File: config.mk
export PLATFORM = sky130hd
export DESIGN_NAME = numeric_literal_classifier
export DESIGN_NICKNAME = d
export VERILOG_FILES = /design/src/rtl/nlc_pkg.sv /design/src/rtl/numeric_literal_classifier.sv /design/src/rtl/nlc_scan.sv
export SDC_FILE = /design/constraint.sdc
export NUM_CORES = 1
export LEC_CHECK = 0
export ABC_AREA = 0
export BUFFER_PORTS_ARGS = -buffer_cell sky130_fd_sc_hd__buf_2
export CAP_MARGIN = 15
export CORE_MARGIN = 5
export CORE_UTILIZATION = 51
export CTS_CLUSTER_DIAMETER = 120
export CTS_CLUSTER_SIZE = 24
export DETAILED_ROUTE_END_ITERATION = 10
export PLACE_DENSITY = 0.75
export SLEW_MARGIN = 20
export SYNTH_ARGS = -nofsm -noshare
export SYNTH_HDL_FRONTEND = slang
export SYNTH_SLANG_ARGS = --single-unit
File: constraint.sdc
create_clock -name clk -period 2.39 [get_ports clk]
set_input_delay 0.478 -clock clk [delete_from_list [all_inputs] [get_ports clk]]
set_output_delay 0.478 -clock clk [all_outputs]
set_load 0.03 [all_outputs]
File: src/rtl/nlc_pkg.sv
// Package with the phase and class codes and the character step function of the classifier.
`timescale 1ns / 1ps

package nlc_pkg;

  localparam int PhaseW = 4;
  localparam int ClassW = 2;

  localparam logic [PhaseW-1:0] PH_START     = 4'd0;
  localparam logic [PhaseW-1:0] PH_ZERO      = 4'd1;
  localparam logic [PhaseW-1:0] PH_INT       = 4'd2;
  localparam logic [PhaseW-1:0] PH_FRAC      = 4'd3;
  localparam logic [PhaseW-1:0] PH_EXP_SIGN  = 4'd4;
  localparam logic [PhaseW-1:0] PH_EXP_DIG   = 4'd5;
  localparam logic [PhaseW-1:0] PH_HEX_START = 4'd6;
  localparam logic [PhaseW-1:0] PH_HEX_DIG   = 4'd7;
  localparam logic [PhaseW-1:0] PH_DONE      = 4'd8;

  localparam logic [ClassW-1:0] CLS_INVALID = 2'd0;
  localparam logic [ClassW-1:0] CLS_INT     = 2'd1;
  localparam logic [ClassW-1:0] CLS_HEX     = 2'd2;
  localparam logic [ClassW-1:0] CLS_DOUBLE  = 2'd3;

  localparam logic [7:0] CH_NUL   = 8'h00;
  localparam logic [7:0] CH_SPACE = 8'h20;
  localparam logic [7:0] CH_PLUS  = 8'h2B;
  localparam logic [7:0] CH_MINUS = 8'h2D;
  localparam logic [7:0] CH_DOT   = 8'h2E;
  localparam logic [7:0] CH_ZERO  = 8'h30;
  localparam logic [7:0] CH_NINE  = 8'h39;
  localparam logic [7:0] CH_UA    = 8'h41;
  localparam logic [7:0] CH_UF    = 8'h46;
  localparam logic [7:0] CH_UX    = 8'h58;
  localparam logic [7:0] CH_LA    = 8'h61;
  localparam logic [7:0] CH_LE    = 8'h65;
  localparam logic [7:0] CH_LF    = 8'h66;
  localparam logic [7:0] CH_LX    = 8'h78;

  typedef struct packed {
    logic [PhaseW-1:0] phase;
    logic [ClassW-1:0] cls;
  } scan_state_t;

  typedef struct packed {
    logic [7:0] ch;
    logic       is_end;
  } scan_word_t;

  function automatic logic is_dec(input logic [7:0] c);
    return (c >= CH_ZERO) && (c <= CH_NINE);
  endfunction

  function automatic logic is_hex(input logic [7:0] c);
    return is_dec(c) || ((c >= CH_LA) && (c <= CH_LF)) || ((c >= CH_UA) && (c <= CH_UF));
  endfunction

  function automatic logic is_stop(input logic [7:0] c);
    return (c == CH_SPACE) || (c == CH_NUL);
  endfunction

  // One character applied to the scan state. The start and leading-zero phases
  // fall through into the integer phase for characters they do not consume.
  function automatic scan_state_t scan_next(input scan_state_t cur, input logic [7:0] c);
    scan_state_t       nxt;
    logic [PhaseW-1:0] eff;
    logic              taken;
    nxt   = cur;
    eff   = cur.phase;
    taken = 1'b0;
    if (cur.phase == PH_START) begin
      if (c == CH_MINUS) begin
        nxt.phase = PH_INT;
        taken     = 1'b1;
      end else if (c == CH_ZERO) begin
        nxt.phase = PH_ZERO;
        taken     = 1'b1;
      end else begin
        eff = PH_INT;
      end
    end else if (cur.phase == PH_ZERO) begin
      if ((c == CH_LX) || (c == CH_UX)) begin
        nxt.phase = PH_HEX_START;
        taken     = 1'b1;
      end else begin
        eff = PH_INT;
      end
    end
    if (!taken) begin
      nxt.phase = eff;
      unique case (eff)
        PH_INT: begin
          if (c == CH_DOT) nxt.phase = PH_FRAC;
          else if (c == CH_LE) nxt.phase = PH_EXP_SIGN;
          else if (!is_dec(c)) begin
            nxt.phase = PH_DONE;
            nxt.cls   = is_stop(c) ? CLS_INT : CLS_INVALID;
          end
        end
        PH_FRAC: begin
          if (c == CH_LE) nxt.phase = PH_EXP_SIGN;
          else if (!is_dec(c)) begin
            nxt.phase = PH_DONE;
            nxt.cls   = is_stop(c) ? CLS_DOUBLE : CLS_INVALID;
          end
        end
        PH_EXP_SIGN: begin
          if ((c == CH_PLUS) || (c == CH_MINUS) || is_dec(c)) nxt.phase = PH_EXP_DIG;
          else begin
            nxt.phase = PH_DONE;
            nxt.cls   = is_stop(c) ? CLS_DOUBLE : CLS_INVALID;
          end
        end
        PH_EXP_DIG: begin
          if (!is_dec(c)) begin
            nxt.phase = PH_DONE;
            nxt.cls   = is_stop(c) ? CLS_DOUBLE : CLS_INVALID;
          end
        end
        PH_HEX_START: begin
          if (is_hex(c)) nxt.phase = PH_HEX_DIG;
          else begin
            nxt.phase = PH_DONE;
            nxt.cls   = CLS_INVALID;
          end
        end
        PH_HEX_DIG: begin
          if (!is_hex(c)) begin
            nxt.phase = PH_DONE;
            nxt.cls   = is_stop(c) ? CLS_HEX : CLS_INVALID;
          end
        end
        PH_DONE: begin
          nxt.phase = PH_DONE;
        end
        default: begin
          nxt.phase = PH_DONE;
          nxt.cls   = CLS_INVALID;
        end
      endcase
    end
    return nxt;
  endfunction

endpackage

File: src/rtl/numeric_literal_classifier.sv
// Top level of the numeric literal classifier: input register, scanner and result register.
`timescale 1ns / 1ps

// The classifier takes a token one character word per cycle, followed by an end
// word, and returns one number_class word for each end word: 0 invalid, 1 decimal
// integer, 2 hexadecimal, 3 floating double. Character words produce no result.
// Each accepted word is held in an input register, from which a single character
// step updates the scan state; for an end word the class is loaded into the result
// register. The sustained rate is one word per cycle while in_ready stays high.
// A waiting result does not block the input: character words keep flowing while
// the result register is full, and only an end word that meets a full, stalled
// result register holds the input register and lowers in_ready.
module numeric_literal_classifier
  import nlc_pkg::*;
(
  input  logic              clk,
  input  logic              rst,
  input  logic              in_valid,
  output logic              in_ready,
  input  logic [7:0]        ch,
  input  logic              is_end,
  output logic              out_valid,
  input  logic              out_ready,
  output logic [ClassW-1:0] number_class
);

  logic              hold_valid;
  scan_word_t        hold_word;
  logic              advance;
  logic [ClassW-1:0] result_class;

  // A character word never needs the result register; an end word needs it free
  // or being emptied in this cycle.
  assign advance  = hold_valid && (!hold_word.is_end || !out_valid || out_ready);
  assign in_ready = !hold_valid || advance;

  always_ff @(posedge clk) begin
    if (rst) begin
      hold_valid <= 1'b0;
    end else if (in_ready) begin
      hold_valid <= in_valid;
    end
  end

  // The held word needs no reset; it is only used while hold_valid is set.
  always_ff @(posedge clk) begin
    if (in_ready && in_valid) begin
      hold_word.ch     <= ch;
      hold_word.is_end <= is_end;
    end
  end

  nlc_scan u_scan (
    .clk          (clk),
    .rst          (rst),
    .step         (advance),
    .word         (hold_word),
    .result_class (result_class)
  );

  always_ff @(posedge clk) begin
    if (rst) begin
      out_valid <= 1'b0;
    end else if (advance && hold_word.is_end) begin
      out_valid <= 1'b1;
    end else if (out_ready) begin
      out_valid <= 1'b0;
    end
  end

  always_ff @(posedge clk) begin
    if (advance && hold_word.is_end) begin
      number_class <= result_class;
    end
  end

endmodule

File: src/rtl/nlc_scan.sv
// Scan state register and the character step that classifies a token.
`timescale 1ns / 1ps

module nlc_scan
  import nlc_pkg::*;
(
  input  logic              clk,
  input  logic              rst,
  input  logic              step,
  input  scan_word_t        word,
  output logic [ClassW-1:0] result_class
);

  scan_state_t state;
  scan_state_t state_next;
  scan_state_t stepped;

  // The end word acts like a zero byte, which closes any open scan.
  always_comb begin
    stepped      = scan_next(state, word.is_end ? CH_NUL : word.ch);
    result_class = stepped.cls;
    state_next   = state;
    if (step) begin
      if (word.is_end) begin
        state_next.phase = PH_START;
        state_next.cls   = CLS_INVALID;
      end else begin
        state_next = stepped;
      end
    end
  end

  always_ff @(posedge clk) begin
    if (rst) begin
      state.phase <= PH_START;
      state.cls   <= CLS_INVALID;
    end else begin
      state <= state_next;
    end
  end

endmodule

==> impl_metrics.csv <==
group,metric,value,unit
sta,setup_tns,-1.031,ns
cts,clockBufferDepth,2,
die,start_util,52.98,%
logic_synthesis,netlist_area,1313,um2
power_and_ir_drop,powerDensity,378.7,nW/um2
placed_design,place.port_buffers,16,
global_route,grt_pass1_vias,1355,
die,design.die.area,3688,um2
sta,fin_crit,2.616,ns
cts,clock_latency,0.29,ns
global_route,grt_use_met3,3.617,%
min_path,hp-class,"in -> reg",
sta,fin_worst_skew,0.008910,ns
sta,hold_slack,0.3642,ns
routing,ant_nets,0,
setup_path,regToRegStartpoint,"hold_word[5]$_DFFE_PP_",
placed_design,placed_cells,217,
die,die_w,60.73,um
cts,root_buffer,"clkbuf_4",
logic_synthesis,seq_area_frac_synth,37.37,%
setup_path,cp_data_arrival_time,2.82,ns
status,violations,"setup timing",
sta,min_period_over_period,109.5,%
global_route,busiest_layer,"met2",
final_layout,fin_nets,206,
routing,wl_per_cell,16.14,um
sta,setup_slack,-0.2259,ns
cts,cts_hold_buf,0,
global_route,grtUsageMet2,34.81,%
sta,max_freq,0.3823,GHz
power_and_ir_drop,vdd_drop_max,0.0004482,V
final_layout,area.growth.synth_to_final,30.51,%
final_layout,final_cells,222,
cts,path_clk_slew,0.11,ns
setup_path,cp.required,2.59,ns
setup_path,critPathLaunch,"hold_word[5]$_DFFE_PP_",
job,maxCapViolations,0,
final_layout,diodes,0,
final_layout,register_area,490.5,um2
logic_synthesis,syn_inst,148,
sta,hold_violations,0,
logic_synthesis,synth-async-reset-ratio,0,%
logic_synthesis,synth_enable_flop_cells,11,
die,die_h,60.73,um
cts,htree_levels,1,
routing,drtIter0Drc,71,
logic_synthesis,syn_nets,161,
global_route,grt_max_degree,11,
die,io_pins,17,
setup_path,cp_max_fo,4,
final_layout,mostFrequentLayoutCells,"buf_4, buf_2, nor2_1",
routing,via_per_inst,6.338,
sta,drv_slew,0,
setup_path,endpoint_kind,"register",
setup_path,critPathKind,"reg -> reg",
setup_path,reg2reg_to,"u_scan.state[4]$_SDFFE_PP0P_",
sta,tightest_slew,0.8798,ns
logic_synthesis,ys_ff_latch,19,
final_layout,multiInputGateArea,830.8,um2
status,status,"complete, but fails checks",
final_layout,layout_commonest_cell,"buf_4",
placed_design,place.detailed.hpwl,2762,um
final_layout,fillers,188,
logic_synthesis,synth_flop_cell,"edfxtp_1",
global_route,grt-ovfl-total,0,
sta,setup_viol,7,
routing,via_count,1407,
setup_path,start_kind,"register",
setup_path,ff2ff_path_depth,8,
cts,cts_sinks,19,
routing,drcViolationCount,0,
die,rows,18,
placed_design,dp_slack,-0.1850,ns
sta,grt_setup_unrepaired,"true",
placed_design,place_congestion,0.9513,
setup_path,reg2reg_slack,-0.23,ns
cts,tritoncts,"yes",
setup_path,crit_path_end,"u_scan.state[4]$_SDFFE_PP0P_",
global_route,antenna_found_initial,0,
logic_synthesis,avgSynthCellArea,8.868,um2
final_layout,drive_above_1_share,34.90,%
logic_synthesis,ys_warn_count,0,
cts,cts_inserted_buffers,3,
power_and_ir_drop,p_leak,0.6757,nW
final_layout,utilization,69.14,%
sta,relSlewSlack,41.07,%
routing,routed_wl,3583,um
global_route,grt.total_usage,21.06,%
die,core_area,2477,um2
global_route,grt_pass1_wl,5851,um
logic_synthesis,ys_types,56,
routing,dr.pass1.iters,6,
min_path,worstHoldStart,"ch[1]",
global_route,grtUsageMet1,27.51,%
[Yosys cell counts (2+ instances only)]
library cell  number  area (um2)
a21oi_1           11       55.05
and3_1             3       18.77
nor4_1             3       18.77
edfxtp_1          11       330.3
o2111ai_1          2       17.52
dfxtp_1            8       160.2
nand2b_1           5       31.28
nand4_1            2       12.51
nor3_1             3       15.01
o31a_1             2       17.52
inv_1              5       18.77
clkbuf_1           5       18.77
o21ai_0            8       40.04
nor2b_1            4       25.02
o21bai_1           2       15.01
a22oi_1            2       15.01
a211oi_1           2       15.01
a31oi_1            4       25.02
a211o_1            2       17.52
or3_1              2       12.51
nor2_1            13       48.80
nand3_1            3       15.01
nand2_1           12       45.04
o2111a_1           2       22.52
[timing repair]
item                                    4_1_cts  5_1_grt
buffers inserted                              1        0
gates resized for setup                       2       10
pin swaps                                     7        3
endpoints found under the setup margin        7        8
[flip-flops by register name, indices dropped and copies added, names as in the netlist]
name / cells
out_valid: 1
hold_valid: 1
number_class: 2
u_scan.state: 6
hold_word: 9
[layout make-up]
type,count,share of cell area [%]
Timing Repair Buffer,46,18.04
Sequential cell,19,28.63
Inverter,5,1.096
Tap cell,30,2.191
Multi-Input combinational cell,118,48.50
Clock buffer,4,1.534
[worst max-delay path, cell delays in order (launching register included)]
cell      delay [ns]
edfxtp_1        0.41
or4b_4          0.56
or3b_4          0.40
a211oi_4        0.27
buf_6           0.16
nor2_4          0.04
mux2_4          0.30
o21a_1          0.19
o41ai_2         0.20
[where the power goes]
| group | total (mW) | internal (mW) | switching (mW) |
|---|---|---|---|
| Sequential | 0.371 | 0.360 | 0.0112 |
| Combinational | 0.121 | 0.0567 | 0.0647 |
| Clock | 0.156 | 0.0648 | 0.0911 |
| Total | 0.649 | 0.482 | 0.167 |
[through the flow]
step	total power [mW]	instance area [um2]
6_report	0.6486	1713
4_1_cts	0.6478	1667
3_3_place_gp	0.4861	1624
3_5_place_dp	0.4898	1624
5_1_grt	0.6862	1713
2_1_floorplan	0.4394	1321
[worst min path at each step]
stage | endpoint | slack [ns] | cells past startpoint
finish | hold_word[2]$_DFFE_PP_ | 0.36 | 1
global route | hold_word[2]$_DFFE_PP_ | 0.33 | 1
CTS | hold_word[5]$_DFFE_PP_ | 0.35 | 1
detailed placement | u_scan.state[0]$_SDFFE_PP0P_ | 0.48 | 2
global placement | u_scan.state[0]$_SDFFE_PP0P_ | 0.47 | 2
floorplan | u_scan.state[0]$_SDFFE_PP0P_ | 0.45 | 2
[metal layers]
layer | wire [um] | vias to the layer above | share of wire, %
li1 | - | 670 | -
met1 | 1459 | 650 | 41
met2 | 1730 | 79 | 48
met3 | 310 | 8 | 8.7
met4 | 82 | 0 | 2.3
met5 | 0 | - | 0
[logic make-up (layout without fill, tap and decap cells)]
family                 after synthesis  after routing  synth area share, %
multiplexers                         1              1                1.144
buffers and inverters               11             55                3.241
AND/OR/NAND/NOR                     62             62                26.50
flip-flops                          19             19                37.37
XOR/XNOR                             2              2                1.335
AO/OA/AOI/OAI                       53             53                30.41
Power figures use the tool's default switching activity.
